**config.mk**
```make
export PLATFORM = sky130hd
export DESIGN_NAME = tccu_angle
export DESIGN_NICKNAME = d
export VERILOG_FILES = /design/src/rtl/tccu_pkg.sv /design/src/rtl/tccu_angle.sv
export SDC_FILE = /design/constraint.sdc
export NUM_CORES = 1
export LEC_CHECK = 0
export BUFFER_PORTS_ARGS = -buffer_cell sky130_fd_sc_hd__buf_2
export CAP_MARGIN = 20
export CORE_MARGIN = 8
export CORE_UTILIZATION = 60
export DETAILED_ROUTE_END_ITERATION = 16
export PLACE_DENSITY = 0.81
export REMOVE_ABC_BUFFERS = 1
export SYNTH_ARGS = -nofsm -noshare
export SYNTH_HDL_FRONTEND = slang
export SYNTH_SLANG_ARGS = --single-unit
```
**constraint.sdc**
```tcl
create_clock -name clk_i -period 12.65 [get_ports clk_i]
set_input_delay 2.53 -clock clk_i [delete_from_list [all_inputs] [get_ports clk_i]]
set_output_delay 2.53 -clock clk_i [all_outputs]
set_load 0.02 [all_outputs]
```
**src/rtl/tccu_pkg.sv**
```systemverilog
// Shared types, constants and helpers for the compass heading unit.
`timescale 1ns / 1ps
package tccu_pkg;

  typedef enum logic [2:0] {
    CFG_OFFSET_X    = 3'd0,
    CFG_OFFSET_Y    = 3'd1,
    CFG_OFFSET_Z    = 3'd2,
    CFG_GAIN_Y      = 3'd3,
    CFG_GAIN_Z      = 3'd4,
    CFG_DECLINATION = 3'd5
  } cfg_idx_e;

  localparam int TAB_LEN = 24;
  localparam int AW      = 34;
  localparam int CW      = 33;

  localparam logic signed [CW-1:0] KQ30         = 33'sd652032874;
  localparam logic signed [AW-1:0] HALF_TURN    = 34'sd2147483648;
  localparam logic signed [AW-1:0] QUARTER_TURN = 34'sd1073741824;

  typedef struct packed {
    logic signed [AW-1:0] z;
    logic                 flip;
  } ang_t;

  function automatic logic [29:0] atan_val(input logic [4:0] i);
    logic [29:0] r;
    unique case (i)
      5'd0:    r = 30'd536870912;
      5'd1:    r = 30'd316933406;
      5'd2:    r = 30'd167458907;
      5'd3:    r = 30'd85004756;
      5'd4:    r = 30'd42667331;
      5'd5:    r = 30'd21354465;
      5'd6:    r = 30'd10679838;
      5'd7:    r = 30'd5340245;
      5'd8:    r = 30'd2670163;
      5'd9:    r = 30'd1335087;
      5'd10:   r = 30'd667544;
      5'd11:   r = 30'd333772;
      5'd12:   r = 30'd166886;
      5'd13:   r = 30'd83443;
      5'd14:   r = 30'd41721;
      5'd15:   r = 30'd20860;
      5'd16:   r = 30'd10430;
      5'd17:   r = 30'd5215;
      5'd18:   r = 30'd2607;
      5'd19:   r = 30'd1303;
      5'd20:   r = 30'd651;
      5'd21:   r = 30'd325;
      5'd22:   r = 30'd162;
      5'd23:   r = 30'd81;
      default: r = 30'd0;
    endcase
    return r;
  endfunction

  function automatic logic signed [23:0] sat24(input logic signed [95:0] v);
    logic signed [23:0] r;
    if (v > 96'sd8388607) begin
      r = 24'sh7fffff;
    end else if (v < -96'sd8388608) begin
      r = 24'sh800000;
    end else begin
      r = v[23:0];
    end
    return r;
  endfunction

endpackage

```
**src/rtl/tccu_angle.sv**
```systemverilog
// Hundredths of a degree to folded binary angle, four stages.
`timescale 1ns / 1ps
module tccu_angle (
  input  logic               clk_i,
  input  logic               en_i,
  input  logic signed [15:0] h_i,
  output tccu_pkg::ang_t     ang_o
);

  localparam logic [50:0] MREC = 51'd61083979;

  logic [16:0] m_d;
  logic        neg1_q, neg2_q, neg3_q;
  logic [31:0] base1_q, base2_q, base3_q;
  logic [24:0] t1_q, t2_q;
  logic [14:0] q0_q, q3_q;
  logic [25:0] rem_c;
  logic [31:0] a_c, sa_c;
  logic signed [tccu_pkg::AW-1:0] s_c;
  tccu_pkg::ang_t ang_d, ang_q;

  assign m_d = h_i[15] ? (17'd0 - 17'(h_i)) : 17'(h_i);
  assign rem_c = 26'(t2_q) - 26'(q0_q) * 26'd1125;

  always_comb begin
    a_c  = base3_q + 32'(q3_q);
    sa_c = neg3_q ? (32'd0 - a_c) : a_c;
    s_c  = tccu_pkg::AW'($signed(sa_c));
    unique if (s_c > tccu_pkg::QUARTER_TURN) begin
      ang_d.z    = s_c - tccu_pkg::HALF_TURN;
      ang_d.flip = 1'b1;
    end else if (s_c < -tccu_pkg::QUARTER_TURN) begin
      ang_d.z    = s_c + tccu_pkg::HALF_TURN;
      ang_d.flip = 1'b1;
    end else begin
      ang_d.z    = s_c;
      ang_d.flip = 1'b0;
    end
  end

  always_ff @(posedge clk_i) begin
    if (en_i) begin
      neg1_q  <= h_i[15];
      base1_q <= 32'(m_d * 32'd119304);
      t1_q    <= 25'((30'(m_d) * 30'd23296 + 30'd18000) >> 5);
      neg2_q  <= neg1_q;
      base2_q <= base1_q;
      t2_q    <= t1_q;
      q0_q    <= 15'((51'(t1_q) * MREC) >> 36);
      neg3_q  <= neg2_q;
      base3_q <= base2_q;
      q3_q    <= q0_q + 15'(rem_c >= 26'd1125);
      ang_q   <= ang_d;
    end
  end

  assign ang_o = ang_q;

`ifndef NO_ASSERTIONS
  a_fold_range: assert property (@(posedge clk_i)
    !$isunknown(ang_q) |->
      ((ang_q.z <= tccu_pkg::QUARTER_TURN) && (ang_q.z >= -tccu_pkg::QUARTER_TURN)))
    else $error("folded angle out of quarter-turn range");
`endif

endmodule

```
==> impl_metrics.json, run 1 <==
{
  "num_vias": 17300,
  "routabilityCongestion": 0.921,
  "layout-drive-gt1-share_pct": 5.12,
  "grtUsageTotal_pct": 21.7,
  "drt-initial-drc-count": 900,
  "clkLatencyLatePin_ps": 450,
  "run_status": "finished, final reports clean",
  "syn2layout_area_growth_pct": 6.40,
  "grt_first_pass_wirelength_um": 88800,
  "chipWidth_um": 225,
  "antenna_left": 0,
  "reg_area_um2": 5890,
  "critical-path-top-cell-by-count": "ha_1",
  "worstSetupStartpointType": "input pin",
  "via_per_inst": 5.55,
  "grt_pass1_vias": 18400,
  "count_of_nets_after_finishing": 3350,
  "final_hold_fails": 0,
  "numCtsBuffers": 17,
  "grt-ovfl-total": 0,
  "dominantRegCellSynth": "edfxtp_1",
  "yosysSeqAreaShare_pct": 22.5,
  "synth_cells": 2434,
  "layout.cells.most_common": "inv_1",
  "grt_start_max_net_pins": 138,
  "final-max-slew-violation-count": 0,
  "n_fill_cell": 3310,
  "slew_headroom_pct": 28.0,
  "setup-violations-final": 0,
  "ports_placed_on_the_boundary": 53,
  "number_of_storage_elements_in_the_synthesis_netlist": 196,
  "worst_ep_arrival_time_ps": 8970,
  "tritoncts_clock_tree": "yes",
  "buffer_ports.inserted": 52,
  "clock_sinks": 196,
  "synth.lib_cells_used.distinct": 83,
  "cts_hold_buffers": 0,
  "cts.repair.resized": 0,
  "per_cell_routed_wire_length_um": 17.0,
  "synth-warning-count": 0,
  "detail_route.first_pass.iterations": 6,
  "register_to_register_path_setup_slack_ps": 4970,
  "die_height_um": 225,
  "floorplan.initialDensity_pct": 60.8,
  "cts.path.max_buffers": 2,
  "worstMarginPinSlew_ps": 1080,
  "detailed_placement_hpwl_um": 43400,
  "asyncSetResetFlopFracSynth_pct": 0,
  "multiInputGateArea_um2": 18100,
  "syn_area_per_cell_um2": 10.7,
  "period_needed_ps": 8780,
  "detail_route.drc_violations": 0,
  "core_um2": 43000,
  "synth.cell_area_um2": 26100,
  "worst-path-max-fanout": 9,
  "post-cts-setup-buffers": 0,
  "die-area_um2": 50500,
  "root_buffer": "clkbuf_16",
  "timing.clock.skew_ps": 15.3,
  "path_clk_slew_ps": 90,
  "initial_antenna_violation_count": 0,
  "finalWirelength_um": 52700,
  "critPathRequiredTime_ps": 12850,
  "worstPathCellList": "buf_2, inv_1, ha_1, nand2b_1, xnor2_1, ha_1, ha_1, inv_1, fa_1, inv_1, fa_1, ha_1, and2_1, o21ai_0, nand3_1, a311oi_1, o21ai_0, a31oi_1, xnor2_1, nand4_1, nor3_1, nand3_1, xnor3_1",
  "clock_tree.htree_level_count": 4,
  "critPathKind": "in2reg",
  "tns_ps": 0,
  "worstSetupEndpointType": "register",
  "placement_rows": 76,
  "layout.cells.most_common_list": "inv_1 (564), ha_1 (530), fa_1 (294)",
  "period_share_pct": 69.4,
  "drv_cap": 0,
  "slowest_delay_ps": 800,
  "synth-edff-count": 196,
  "grt_setup_unrepaired": "no",
  "slowest_stage": "xnor2_1",
  "min_path_type": "reg2reg",
  "max_freq_ghz": 0.114
}
## critical path, delay by kind of cell
kind                     cells  cell delay (ps)
AO/OA/AOI/OAI                4             1360
XOR/XNOR                     3             1180
adder cells (fa/ha/maj)      6             2370
buffers and inverters        4              430
AND/OR/NAND/NOR              6             1100
## stage by stage
stage / hold slack [ps] / util (%) / area, um2 / std cells / setup WS, ps
2_1_floorplan: 400 / - / 26100 / 2424 / 4220
3_3_place_gp: 402 / 63.2 / 27200 / 3073 / 3710
3_5_place_dp: 405 / 63.2 / 27200 / 3073 / 3520
4_1_cts: 420 / 64.6 / 27800 / 3105 / 3930
5_1_grt: 422 / 64.6 / 27800 / 3106 / 3540
6_report: 414 / 64.6 / 27800 / 3107 / 3870
## final cells by class
type	instances	share of cell area (%)
diodes	1	0.00901
clock buffers	17	1.53
clock inverters	15	0.716
inverters	564	7.62
multi-input cells	1664	65.0
flip-flops and latches	196	21.2
well taps	585	2.63
repair buffers	65	1.32
## flip-flops by register name (all words and copies together) (netlist names)
register and cells:
neg1_q 1, neg2_q 1, ang_o 34, base2_q 29, base3_q 29, q3_q 15, base1_q 29, q0_q 15
t1_q 21, neg3_q 1, t2_q 21
## routing by layer
layer / GRT usage (%) / part of all wire [%] / vias to the layer above
li1: - / - / 8303
met2: 38.2 / 49 / 395
met4: 8.04 / 3.4 / 0
met1: 27.1 / 42 / 8431
met3: 3.00 / 4.9 / 128
met5: 0 / 0 / -
## kinds of logic after synthesis
| family | synth area share (%) |
|---|---|
| AOI/OAI and AO/OA | 7.87 |
| muxes | 0.240 |
| and+or+nand+nor | 7.15 |
| adders and majority gates | 47.9 |
| xor gates and xnor gates | 5.84 |
| buffers and inverters | 8.40 |
| other | 0.0288 |
| DFF | 22.5 |
## path summary, 6_finish.rpt
path | from | end | cells after the start
worst min-delay path | base2_q[13] | base3_q[13] | 0
worst max register to register | t1_q[22] | q0_q[14] | 22
worst min register to register | base2_q[13] | base3_q[13] | 0
worst max-delay path | h_i[0] | t1_q[24] | 23
## synth_stat cells, types with 5 or more instances
cell / count / area (um2)
fa_1: 294 / 5890
inv_1: 564 / 2120
nor4_1: 7 / 43.8
or2_2: 12 / 75.1
buf_2: 5 / 25.0
o21a_1: 17 / 128
nand3_1: 28 / 140
nand3b_1: 5 / 37.5
o31ai_1: 14 / 105
and3_1: 17 / 106
a211oi_1: 14 / 105
xor2_1: 50 / 438
and2_1: 17 / 106
nand2b_1: 21 / 131
o21bai_1: 10 / 75.1
nor2b_1: 7 / 43.8
nand2_1: 72 / 270
a21o_1: 23 / 173
a211o_1: 8 / 70.1
a21oi_1: 60 / 300
o21ai_1: 5 / 25.0
or3_1: 14 / 87.6
xnor2_1: 119 / 1040
nand4_1: 22 / 138
o211ai_1: 6 / 45.0
clkbuf_1: 9 / 33.8
o41ai_1: 7 / 61.3
a311oi_1: 6 / 52.6
ha_1: 530 / 6630
nor3_1: 41 / 205
o21ai_0: 58 / 290
nor2_1: 71 / 267
edfxtp_1: 196 / 5890
a31oi_1: 16 / 100
Power of run 1 is not shown: default switching activity piles up to over one toggle a cycle in this logic, so the estimate is an artifact.
==> run 2, diff against run 1 <==
Settings changed: ABC_AREA set to 1.
Clock period 12.65 ns to 9 ns, I/O delays scaled along.
==> run 2 against run 1 <==
Against the previous run:
- sequential share of layout area is 1.2 points lower
- critical endpoint unchanged
- area after synthesis increased by 6.2%
- worst hold slack gained 3.1 ps
- wire length grew 17%
- first-iteration DRC count increased by 41%
- setup slack worse by 2800 ps
- global-route usage increased by 2.0 points
- register-to-register slack lost 3400 ps
==> impl_metrics.json, run 2 <==
{
  "run_status": "finished, final reports clean",
  "netlist_top_cells_area": "ha_1 (24%), edfxtp_1 (21%), fa_1 (21%)",
  "critical-path-top-cell-by-count": "inv_1",
  "synth-compound-area-share_pct": 5.89,
  "placement_rows": 78,
  "grt_first_pass_wirelength_um": 103000,
  "clock_sinks": 196,
  "clock_tree.htree_level_count": 4,
  "gr-usage-met1_pct": 32.5,
  "syn2layout_area_growth_pct": 6.06,
  "muxShareOfSynthArea_pct": 0,
  "grt_start_max_net_pins": 130,
  "die-area_um2": 53400,
  "syn_area_per_cell_um2": 9.20,
  "synth-edff-count": 196,
  "yosysSeqAreaShare_pct": 21.2,
  "netlist.top_cell.by_area": "ha_1",
  "largest_register_ffs": 34,
  "register_to_register_path_setup_slack_ps": 1580,
  "synth.lib_cells_used.distinct": 51,
  "tns_ps": 0,
  "root_buffer": "clkbuf_16",
  "synth.cell_area_um2": 27700,
  "finalWirelength_um": 61600,
  "yosys.area.top_type_share_pct": 23.9,
  "yosys.area_share.xor_xnor_pct": 4.41,
  "worstSetupStartpointType": "input pin",
  "slew_headroom_pct": 31.2,
  "critPathKind": "in2reg",
  "setup-violations-final": 0,
  "min_path_type": "reg2reg",
  "initial_antenna_violation_count": 0,
  "detailed_placement_hpwl_um": 53400,
  "worst_path_buffer_plus_inverter_count": 8,
  "antenna_left": 0,
  "post-cts-setup-buffers": 0,
  "tritoncts_clock_tree": "yes",
  "layout-drive-gt1-share_pct": 6.14,
  "numCtsBuffers": 17,
  "path_clk_slew_ps": 80,
  "detail_route.first_pass.iterations": 7,
  "count_of_nets_after_finishing": 3939,
  "clkLatencyLatePin_ps": 440,
  "routabilityCongestion": 0.969,
  "period_needed_ps": 7890,
  "layout.cells.most_common": "inv_1",
  "grt_setup_unrepaired": "no",
  "grtUsageTotal_pct": 23.8,
  "grt_pass1_vias": 21200,
  "worstMarginPinSlew_ps": 1030,
  "post_synth_top_cells": "inv_1 (731), ha_1 (530), nand2_1 (429)",
  "grt-ovfl-total": 0,
  "floorplan.initialDensity_pct": 61.0,
  "worst_ep_arrival_time_ps": 8090,
  "layout.cells.most_common_list": "inv_1 (731), ha_1 (530), nand2_1 (429)",
  "via_per_inst": 5.40,
  "yosysMostFrequentCell": "inv_1",
  "synth-adder-area-share_pct": 45.1,
  "drv_cap": 0,
  "period_share_pct": 87.7,
  "grt_util_met2_pct": 39.7,
  "critPathRequiredTime_ps": 9200,
  "num_vias": 20000,
  "slowest_stage": "fa_1",
  "simple_gate_area_share_of_the_yosys_netlist_pct": 13.0,
  "max_freq_ghz": 0.127,
  "drt-initial-drc-count": 1268,
  "buffer_ports.inserted": 52,
  "combinational_family_with_the_most_area_after_synthesis": "adder cells",
  "ports_placed_on_the_boundary": 53,
  "worstSetupEndpointType": "register",
  "detail_route.drc_violations": 0,
  "cts.repair.resized": 0,
  "asyncSetResetFlopFracSynth_pct": 0,
  "cp_top_family": "adder cells",
  "synth-warning-count": 0,
  "slowest_delay_ps": 540,
  "globalRoute.busiestLayer": "met2",
  "timing.clock.skew_ps": 12.8,
  "final-max-slew-violation-count": 0,
  "die_height_um": 231,
  "number_of_storage_elements_in_the_synthesis_netlist": 196,
  "worst-path-max-fanout": 9,
  "diodes_inserted": 0,
  "cts.path.max_buffers": 2,
  "met3_usage_pct": 3.12,
  "core_um2": 45500,
  "per_cell_routed_wire_length_um": 16.6,
  "cts_hold_buffers": 0,
  "final_hold_fails": 0,
  "dominantRegCellSynth": "edfxtp_1",
  "synth_cells": 3016,
  "chipWidth_um": 231
}
run 2: kinds of logic (layout without fill, tap and decap cells):
kind of cell    Yosys count  count (layout)
fa+ha+maj               824             824
simple gates            818             818
buf+inv                 754             842
compound gates          284             284
flops                   196             196
xor+xnor                138             138
other cells               2               8
run 2: path summary, 6_finish.rpt:
path | startpoint | endpoint | cells after the start
worst max-delay path | h_i[0] | t1_q[24] | 29
worst min-delay path | base2_q[10] | base3_q[10] | 0
worst max register to register | t1_q[22] | q0_q[12] | 21
worst min register to register | base2_q[10] | base3_q[10] | 0
run 2: per-stage QoR:
step                util, %  hold WS [ps]  cell area (um2)  setup slack [ps]  std cells
floorplan                 -           400            27700              1600       3010
global placement       63.4           400            28800               843       3678
detailed placement     63.4           405            28800               630       3678
CTS                    64.7           420            29400              1110       3710
global route           64.7           428            29400               514       3710
finish                 64.7           418            29400              1110       3710
run 2: per-layer routing:
metal  share of wire (%)  vias up  wire length (um)
met4                 2.0        0              1210
met3                 5.2       89              3180
met2                  47      536             28900
li1                    -     9791                 -
met5                   0        -                 0
met1                  46     9609             28300
run 2: layout make-up:
| type | instances | area (um2) |
|---|---|---|
| clock buffers | 17 | 425 |
| clock inverters | 15 | 165 |
| fillers | 3660 | 16100 |
| inverters | 742 | 2790 |
| multi-input cells | 2072 | 19000 |
| flip-flops and latches | 196 | 5890 |
| well taps | 600 | 751 |
| repair buffers | 68 | 389 |
run 2: worst reg2reg max path: cells and delay by family (launching register included):
kind | cells | cell delay, ps
adders and majority gates | 8 | 3720
and+or+nand+nor | 4 | 1180
buffers and inverters | 4 | 270
DFF | 1 | 730
xor gates and xnor gates | 1 | 90
AOI/OAI and AO/OA | 4 | 1170
Power of run 2 is left out for the same reason.
